`src/rtl/eihp_pkg.sv`:
```
`timescale 1ns / 1ps
package eihp_pkg;

  typedef struct packed {
    logic [7:0] frame_byte;
    logic       end_of_frame;
  } in_item_t;

  typedef struct packed {
    logic [2:0]  parse_status;
    logic [1:0]  proto_class;
    logic [15:0] ether_type;
    logic [31:0] src_addr;
    logic [31:0] dst_addr;
    logic [15:0] source_port;
    logic [15:0] dest_port;
    logic [5:0]  tcp_flag_bits;
    logic [15:0] icmp_type_code;
    logic [7:0]  ip_ttl;
    logic [7:0]  payload_start;
    logic [15:0] payload_bytes;
  } out_item_t;

  typedef enum logic [2:0] {
    ST_OK        = 3'd0,
    ST_TRUNCATED = 3'd1,
    ST_UNSUPP    = 3'd2,
    ST_BAD_IPV4  = 3'd3,
    ST_BAD_L4    = 3'd4
  } status_e;

  typedef enum logic [1:0] {
    PC_UNKNOWN = 2'd0,
    PC_TCP     = 2'd1,
    PC_UDP     = 2'd2,
    PC_ICMP    = 2'd3
  } proto_class_e;

  localparam logic [7:0]  ProtoTcp    = 8'd6;
  localparam logic [7:0]  ProtoUdp    = 8'd17;
  localparam logic [7:0]  ProtoIcmp   = 8'd1;
  localparam logic [15:0] EtypeIpv4   = 16'h0800;
  localparam logic [15:0] EthLen      = 16'd14;
  localparam logic [15:0] IpMinEnd    = 16'd34;

  // Snapshot of one frame's captured state, handed from front to back.
  typedef struct packed {
    logic [15:0] len;
    logic [3:0]  ihl;
    logic [3:0]  ver;
    logic [15:0] total_len;
    logic [7:0]  proto;
    logic [3:0]  doff;
    logic [15:0] udp_len;
    logic [15:0] etype;
    logic [7:0]  ttl;
    logic [63:0] addrs;
    logic [31:0] l4_words;
    logic [5:0]  flags;
  } frame_snap_t;

endpackage

```
`src/rtl/eihp_capture.sv`:
```
`timescale 1ns / 1ps
module eihp_capture import eihp_pkg::*; #(
  parameter int unsigned MaxFrameBytes = 16384
) (
  input  logic        clk_i,
  input  logic        rst_ni,
  input  logic        acc_i,
  input  in_item_t    item_i,
  output logic        snap_valid_o,
  output frame_snap_t snap_o
);

  localparam logic [15:0] MaxLen = 16'(MaxFrameBytes);

  frame_snap_t st_q, st_d;
  logic [15:0] p, t, r;
  logic [7:0]  b;

  always_comb begin
    st_d = st_q;
    p = st_q.len;
    b = item_i.frame_byte;
    t = EthLen + {10'd0, st_q.ihl, 2'b00};
    r = p - t;
    if (p < MaxLen) begin
      st_d.len = p + 16'd1;
      unique case (p)
        16'd12: st_d.etype[15:8] = b;
        16'd13: st_d.etype[7:0] = b;
        16'd14: begin
          st_d.ver = b[7:4];
          st_d.ihl = b[3:0];
        end
        16'd16: st_d.total_len[15:8] = b;
        16'd17: st_d.total_len[7:0] = b;
        16'd22: st_d.ttl = b;
        16'd23: st_d.proto = b;
        16'd26: st_d.addrs[63:56] = b;
        16'd27: st_d.addrs[55:48] = b;
        16'd28: st_d.addrs[47:40] = b;
        16'd29: st_d.addrs[39:32] = b;
        16'd30: st_d.addrs[31:24] = b;
        16'd31: st_d.addrs[23:16] = b;
        16'd32: st_d.addrs[15:8] = b;
        16'd33: st_d.addrs[7:0] = b;
        default: ;
      endcase
      if (p >= IpMinEnd && p >= t && r < 16'd14) begin
        unique case (r[3:0])
          4'd0: st_d.l4_words[31:24] = b;
          4'd1: st_d.l4_words[23:16] = b;
          4'd2: st_d.l4_words[15:8] = b;
          4'd3: st_d.l4_words[7:0] = b;
          4'd4: st_d.udp_len[15:8] = b;
          4'd5: st_d.udp_len[7:0] = b;
          4'd12: st_d.doff = b[7:4];
          4'd13: st_d.flags = b[5:0];
          default: ;
        endcase
      end
    end
  end

  always_ff @(posedge clk_i or negedge rst_ni) begin
    if (!rst_ni) begin
      st_q <= '0;
      snap_valid_o <= 1'b0;
    end else begin
      snap_valid_o <= acc_i && item_i.end_of_frame;
      if (acc_i) begin
        st_q <= item_i.end_of_frame ? '0 : st_d;
      end
    end
  end

  always_ff @(posedge clk_i) begin
    if (acc_i) snap_o <= st_d;
  end

endmodule

```
`src/rtl/eihp_fifo.sv`:
```
`timescale 1ns / 1ps
module eihp_fifo import eihp_pkg::*; (
  input  logic        clk_i,
  input  logic        rst_ni,
  input  logic        push_i,
  input  frame_snap_t data_i,
  output logic        full_o,
  input  logic        pop_i,
  output logic        valid_o,
  output frame_snap_t data_o
);

  frame_snap_t mem_q [4];
  logic [1:0] wr_q, rd_q;
  logic [2:0] cnt_q;

  assign full_o  = cnt_q >= 3'd2;
  assign valid_o = cnt_q != 3'd0;
  assign data_o  = mem_q[rd_q];

  always_ff @(posedge clk_i) begin
    if (push_i) mem_q[wr_q] <= data_i;
  end

  always_ff @(posedge clk_i or negedge rst_ni) begin
    if (!rst_ni) begin
      wr_q <= '0;
      rd_q <= '0;
      cnt_q <= '0;
    end else begin
      if (push_i) wr_q <= wr_q + 2'd1;
      if (pop_i) rd_q <= rd_q + 2'd1;
      cnt_q <= cnt_q + {2'd0, push_i} - {2'd0, pop_i};
    end
  end

endmodule

```
`src/rtl/eihp_check.sv`:
```
`timescale 1ns / 1ps
module eihp_check import eihp_pkg::*; (
  input  logic        clk_i,
  input  logic        rst_ni,
  input  logic        valid_i,
  input  frame_snap_t snap_i,
  output logic        pop_o,
  output logic        out_valid_o,
  input  logic        out_stall_i,
  output out_item_t   out_o
);

  out_item_t res;
  logic [15:0] len, t, hl, ps, ihl4, doff4;
  logic ip_seen;

  always_comb begin
    res = '0;
    len = snap_i.len;
    ihl4 = {10'd0, snap_i.ihl, 2'b00};
    doff4 = {10'd0, snap_i.doff, 2'b00};
    t = EthLen + ihl4;
    hl = '0;
    ip_seen = 1'b0;
    res.ether_type = snap_i.etype;
    if (len < EthLen) begin
      res.parse_status = ST_TRUNCATED;
      res.ether_type = '0;
    end else if (snap_i.etype != EtypeIpv4) begin
      res.parse_status = ST_UNSUPP;
    end else if (len < IpMinEnd) begin
      res.parse_status = ST_TRUNCATED;
    end else if (snap_i.ver != 4'd4 || snap_i.ihl < 4'd5) begin
      res.parse_status = ST_BAD_IPV4;
    end else if (len < t) begin
      res.parse_status = ST_TRUNCATED;
    end else begin
      ip_seen = 1'b1;
      if (snap_i.total_len < ihl4) begin
        res.parse_status = ST_BAD_IPV4;
      end else if (snap_i.proto == ProtoTcp) begin
        res.proto_class = PC_TCP;
        if (len < t + 16'd20) res.parse_status = ST_TRUNCATED;
        else if (snap_i.doff < 4'd5) res.parse_status = ST_BAD_L4;
        else if (len < t + doff4) res.parse_status = ST_TRUNCATED;
        else begin
          hl = doff4;
          res.source_port = snap_i.l4_words[31:16];
          res.dest_port = snap_i.l4_words[15:0];
          res.tcp_flag_bits = snap_i.flags;
        end
      end else if (snap_i.proto == ProtoUdp) begin
        res.proto_class = PC_UDP;
        if (len < t + 16'd8) res.parse_status = ST_TRUNCATED;
        else begin
          res.source_port = snap_i.l4_words[31:16];
          res.dest_port = snap_i.l4_words[15:0];
          if (snap_i.udp_len < 16'd8) res.parse_status = ST_BAD_L4;
          else hl = 16'd8;
        end
      end else if (snap_i.proto == ProtoIcmp) begin
        res.proto_class = PC_ICMP;
        if (len < t + 16'd8) res.parse_status = ST_TRUNCATED;
        else begin
          res.icmp_type_code = snap_i.l4_words[31:16];
          hl = 16'd8;
        end
      end else begin
        res.parse_status = ST_UNSUPP;
      end
    end
    if (ip_seen) begin
      res.src_addr = snap_i.addrs[63:32];
      res.dst_addr = snap_i.addrs[31:0];
      res.ip_ttl = snap_i.ttl;
    end
    ps = t + hl;
    if (res.parse_status == ST_OK) begin
      res.payload_start = ps[7:0];
      res.payload_bytes = (len > ps) ? len - ps : 16'd0;
    end
  end

  assign pop_o = valid_i && (!out_valid_o || !out_stall_i);

  always_ff @(posedge clk_i or negedge rst_ni) begin
    if (!rst_ni) begin
      out_valid_o <= 1'b0;
    end else if (!out_valid_o || !out_stall_i) begin
      out_valid_o <= valid_i;
    end
  end

  always_ff @(posedge clk_i) begin
    if (pop_o) out_o <= res;
  end

endmodule

```
`src/rtl/eth_ipv4_l4_header_parser.sv`:
```
`timescale 1ns / 1ps
// Ethernet/IPv4/L4 header parser.
// The input channel carries one frame byte per item with an end-of-frame
// flag; the output channel carries one header summary per frame.
// A capture front end takes one byte per cycle and, on the last byte,
// registers a snapshot of the captured fields into a four-entry queue.
// A check stage pops the queue, evaluates the status checks combinationally
// and holds the result in an output register until it is taken.
// The result reaches the output through the snapshot register, the queue and the output register.
// Throughput is one byte per cycle while the input is not stalled; frames of
// one byte each still flow at one per cycle while the receiver keeps up.
// When the receiver stalls, results wait in the queue; the input stalls
// only once two snapshots are queued, which leaves room for those in
// flight.
// Reset clears the byte counter, all captured fields and the queue.
module eth_ipv4_l4_header_parser import eihp_pkg::*; #(
  parameter int unsigned MaxFrameBytes = 16384
) (
  input  logic      clk_i,
  input  logic      rst_ni,
  input  logic      in_valid_i,
  output logic      in_stall_o,
  input  in_item_t  in_item_i,
  output logic      out_valid_o,
  input  logic      out_stall_i,
  output out_item_t out_item_o
);

  logic        acc, snap_valid, q_full, q_valid, pop;
  frame_snap_t snap, q_data;

  assign in_stall_o = q_full;
  assign acc = in_valid_i && !in_stall_o;

  eihp_capture #(.MaxFrameBytes(MaxFrameBytes)) u_cap (
    .clk_i, .rst_ni, .acc_i(acc), .item_i(in_item_i),
    .snap_valid_o(snap_valid), .snap_o(snap)
  );

  eihp_fifo u_fifo (
    .clk_i, .rst_ni, .push_i(snap_valid), .data_i(snap), .full_o(q_full),
    .pop_i(pop), .valid_o(q_valid), .data_o(q_data)
  );

  eihp_check u_chk (
    .clk_i, .rst_ni, .valid_i(q_valid), .snap_i(q_data), .pop_o(pop),
    .out_valid_o, .out_stall_i, .out_o(out_item_o)
  );

  a_no_stall_loss: assert property (@(posedge clk_i) disable iff (!rst_ni)
    out_valid_o && out_stall_i |=> out_valid_o && $stable(out_item_o))
    else $error("result dropped under stall");
  a_status_range: assert property (@(posedge clk_i) disable iff (!rst_ni)
    out_valid_o |-> out_item_o.parse_status <= ST_BAD_L4)
    else $error("bad status");
  a_pstart_ok: assert property (@(posedge clk_i) disable iff (!rst_ni)
    out_valid_o && out_item_o.parse_status != ST_OK |-> out_item_o.payload_start == 8'd0)
    else $error("payload start set on error");

endmodule

```
`config.mk`:
```
export PLATFORM = sky130hd
export DESIGN_NAME = eth_ipv4_l4_header_parser
export DESIGN_NICKNAME = d
export VERILOG_FILES = /design/src/rtl/eihp_pkg.sv /design/src/rtl/eihp_capture.sv /design/src/rtl/eihp_fifo.sv /design/src/rtl/eihp_check.sv /design/src/rtl/eth_ipv4_l4_header_parser.sv
export SDC_FILE = /design/constraint.sdc
export NUM_CORES = 1
export LEC_CHECK = 0
export BUFFER_PORTS_ARGS = -buffer_cell sky130_fd_sc_hd__buf_2
export CAP_MARGIN = 40
export CORE_MARGIN = 5
export CORE_UTILIZATION = 63
export DETAILED_ROUTE_END_ITERATION = 12
export GPL_TIMING_DRIVEN = 0
export PLACE_DENSITY = 0.81
export SLEW_MARGIN = 20
export SYNTH_ARGS = -nofsm -noshare
export SYNTH_HDL_FRONTEND = slang
export SYNTH_HIERARCHICAL = 1
export SYNTH_SLANG_ARGS = --single-unit
```
`constraint.sdc`:
```
create_clock -name clk_i -period 30.4 [get_ports clk_i]
set_input_delay 1.52 -clock clk_i [delete_from_list [all_inputs] [get_ports clk_i]]
set_output_delay 1.52 -clock clk_i [all_outputs]
set_load 0.03 [all_outputs]
```
Word-level counts from Yosys, hierarchy flattened
Memories as Yosys holds them, arrays and structs flattened.
Cells that the tools add are included.

cells by class
  $add $sub $neg = 13
  $mul = 0
  divide/modulo/power cells = 0
  magnitude comparators = 16
  eq/ne operators = 27
  shifts and indexed selects = 0
  multiplexer cells = 71
  bitwise gates (word level) = 2
  reductions and logical operators = 18

operators with widths
  operator                                                                              number
  194-bit 2-to-1 mux                                                                    2
  8-bit 2-to-1 mux                                                                      21
  16-bit by 5-bit equality test with 1-bit output, second input constant                10
  16-bit 2-to-1 mux                                                                     10
  38-bit 2-to-1 mux                                                                     4
  32-bit 2-to-1 mux                                                                     3
  16-bit < comparator                                                                   4
  16-bit by 4-bit equality test with 1-bit output, second input constant                3
  16-bit by 4-bit < comparator with 1-bit output, second input constant                 3
  3-bit 2-to-1 mux                                                                      11
  16-bit by 6-bit equality test with 1-bit output, second input constant                2
  16-bit subtractor                                                                     2
  20-bit 2-to-1 mux                                                                     1
  10-bit OR reduction                                                                   2
  6-bit 2-to-1 mux                                                                      3
  16-bit by 1-bit adder with 16-bit output, second input constant                       1
  16-bit adder                                                                          1
  16-bit by 4-bit adder with 16-bit output, second input constant                       1
  16-bit by 5-bit adder with 16-bit output, second input constant                       1
  16-bit by 6-bit adder with 16-bit output                                              1
  16-bit greater-or-equal comparator                                                    1
  16-bit by 6-bit greater-or-equal comparator with 1-bit output, second input constant  1
  16-bit > comparator                                                                   1
  16-bit by 15-bit < comparator with 1-bit output, second input constant                1
  other kinds (31)                                                                      57

word-level totals
  flip-flop bits (word level) = 568
  bits in latches = 0
  RAM bits = 776
  ROM bits = 0
  input bits = 13
  output and inout bits = 173
  logic and storage cells = 190
  memories = 1

memory list
  memory        depth  bits a word  rd ports  clocked after Yosys merged registers in  wr ports  line             text
  u_fifo.mem_q  4      194          1         0                                        1         eihp_fifo.sv:13  frame_snap_t mem_q [4];

Longest topological paths before layout
An unclocked memory read counts as a cell.

  word-level depth = 17
  gate-level depth with buffers = 31
  mapped depth without buffers = 27

By module
The synthesis kept the hierarchy.

by module, submodules not included
  module                     times used  cells each  area each (µm²)  sequential area each (µm²)
  eihp_fifo                  1           1049        28479.8          23477.5
  eihp_capture               1           1350        17865.9          10705.3
  eihp_check                 1           639         8338.0           5129.9
  eth_ipv4_l4_header_parser  1           1           13.8             0.0

Worst setup path after synthesis
OpenSTA, ideal clock, no wires.

  path kind = in2reg
  from = in out_stall_i
  to = reg u_fifo.cnt_q[1]
  library setup time = 136 ps
  arrival time = 16242 ps
  data required time = 30264 ps
  path slack = 14022 ps
  stages on the path = 5
  buffers on the path = 0
  path through = a21boi_0 -> ha_1 -> inv_1 -> ha_1 -> fa_1

on the way
  longest elaborated chain between the ends = 4

RTL lines
  element                                      line                             text
  start: declaration                           eth_ipv4_l4_header_parser.sv:25  input logic out_stall_i,
  1-bit zero test                              eihp_check.sv:84                 assign pop_o = valid_i && (!out_valid_o || !out_stall_i);
  1-bit logical OR                             eihp_check.sv:84
  1-bit logical AND                            eihp_check.sv:84
  3-bit by 1-bit subtractor with 3-bit output  eihp_fifo.sv:33                  cnt_q <= cnt_q + {2'd0, push_i} - {2'd0, pop_i};
  end signal: assignment                       eihp_fifo.sv:33
  end: declaration                             eihp_fifo.sv:15                  logic [2:0] cnt_q;

No other way between the ends.
A chain may end at the register's enable or synchronous reset.

==> results_dict.tcl <==
set metrics [dict create \
    insertion_delay_ps 740 \
    worstMarginPinSlew_ps 936 \
    yosysWarnings 6 \
    netlist_instances 2983 \
    path_clk_slew_ps 60 \
    worst_ep_arrival_time_ps 9190 \
    dpl-instance-area_mm2 0.0570 \
    synthesis.nets 3060 \
    holdBufCountCts 0 \
    root_buffer "clkbuf_16" \
    first_pass_iters 7 \
    start_util_pct 63.2 \
    cts_setup_buffers 0 \
    drtIter0Drc 3498 \
    cts_resized 0 \
    slew_violations 0 \
    worstPathRequired_ps 30860 \
    ant_nets 0 \
    via_per_inst 6.53 \
    cpMostUsedCell "ha_1" \
    die_height_um 302 \
    avgRoutedWirePerCell_um 27.9 \
    h-tree-depth 4 \
    crit_type "flop to flop" \
    hold_class "flop to flop" \
    worst_slack_ps 21670 \
    cp-start-kind "flop" \
    die_w_um 302 \
    rrSetupSlack_ps 21670 \
    syn2layout_area_growth_pct 14.7 \
    setup_tns_ps 0 \
    grt_antenna_before_repair 3 \
    ios 186 \
    p_total_uw 5520 \
    core_mm2 0.0847 \
    place_congestion 0.904 \
    cts_tree "done" \
    rsz0062_at_grt "no" \
    io_buffers 184 \
    grtUsageTotal_pct 28.7 \
    pre_cts_ws_ps 21860 \
    nets 3431 \
    fin_crit_sh_pct 28.7 \
    grt_pass1_wl_um 196000 \
    power.leakage_uw 0.0220 \
    clk_path_buf_depth 3 \
    dp_hpwl_um 82400 \
    gr-total-overflow 0 \
    drive_gt1_share_pct 27.1 \
    rows 107 \
    ir_drop_v 0.0000603 \
    numClockSinks 1313 \
    cpPeakStageDelay_ps 620 \
    totalWireLength_um 129000 \
    slowest_stage "a21oi_2" \
    synth_area_per_cell_um2 17.9 \
    drc_errors 0 \
    fin_area_mm2 0.0614 \
    post_synth_instance_area_mm2 0.0535 \
    holdWs_ps 487 \
    die-area_mm2 0.0909 \
    hold_viol 0 \
    drv_cap 0 \
    cts_made_buffers 132 \
    setup_viol 0 \
    num_vias 30100 \
    finalCriticalPeriod_ps 8730 \
    grt_pass1_vias 31200 \
    power_density_mw_per_mm2 89.9 \
    fmax_mhz 115 \
    skew_ps 26.1 \
    crit_fanout 10 \
    grt_start_max_net_pins 92 \
    slew_headroom_pct 37.6 \
    status "completed" \
    critPathCaptureType "flop" \
]
==> flip-flops by register name, indices dropped and copies added (netlist names), 2 cells and up <==
name	flops
u_cap/p	16
u_cap/snap_o	189
u_fifo/rd_q	2
u_fifo/wr_q	2
u_cap/st_q	173
u_chk/out_o	170
u_fifo/cnt_q	3
u_fifo/mem_q	756
==> worst max-delay path: cells and delay by family, from the launching register on <==
| kind | cells | cell delay (ps) |
|---|---|---|
| flops | 1 | 340 |
| mux | 1 | 470 |
| compound gates | 9 | 2190 |
| fa+ha+maj | 5 | 1580 |
| xor+xnor | 3 | 980 |
| buf+inv | 5 | 1600 |
| simple gates | 7 | 1270 |
==> per-layer routing <==
metal  GRT usage, %  routed length (um)
met1           38.9               48200
met2           47.3               64800
met3           4.93               10100
met4           11.7                5350
met5              0                  13
==> cells in the final DEF, fill, tap and decap left out, types with 24 or more instances in the layout <==
cell and instances:
a22oi_1 63, nand4_1 64, clkinv_2 33, ha_1 59, inv_1 94, buf_16 24
o2bb2ai_1 63, buf_2 240, clkbuf_1 124, nand2b_1 63, a21oi_1 26, nand2_1 58
nor2_1 77, mux2_2 174, o221ai_1 57, and2_1 46, and3_1 93, buf_6 27
a22o_1 66, edfxtp_1 1115, clkbuf_16 135, dfrtp_1 198, mux4_2 167
==> cell type report <==
type	count	area, um^2
antenna	2	5.00
sequential	1313	38400
inverter	98	368
multi-input combinational	1375	13800
clock buffer	153	3510
fill	4798	23300
tap	1144	1430
buffer	197	980
clock inverter	85	885
timing repair buffer	237	1990
==> final timing paths <==
kind | depth (start not counted) | start | end
setup / recovery | 30 | u_fifo/rd_q[1]$_DFFE_PN0P_ | u_chk/out_o[13]$_SDFFCE_PN0P_
hold / removal | 0 | u_cap/snap_o[108]$_DFFE_PP_ | u_fifo/mem_q[0][108]$_DFFE_PP_
setup reg to reg | 30 | u_fifo/rd_q[1]$_DFFE_PN0P_ | u_chk/out_o[13]$_SDFFCE_PN0P_
hold reg to reg | 0 | u_cap/snap_o[108]$_DFFE_PP_ | u_fifo/mem_q[0][108]$_DFFE_PP_
max in group asynchronous | 2 | rst_ni | u_cap/st_q[116]$_DFFE_PN0P_
min in group asynchronous | 1 | rst_ni | u_cap/st_q[63]$_DFFE_PN0P_
==> per-stage QoR <==
step / util (%) / cells
2_1_floorplan: - / 2983
3_3_place_gp: 66.0 / 4311
3_5_place_dp: 67.2 / 4358
4_1_cts: 72.4 / 4596
5_1_grt: 72.5 / 4602
6_report: 72.5 / 4604
==> where the power goes <==
part	internal, uW	total [uW]	switching, uW	leakage, uW
registers	2240	2370	120	0.0126
logic	606	1520	917	0.00717
clock network	933	1630	699	0.00216
No activity file was read; power rests on OpenSTA's default activity.
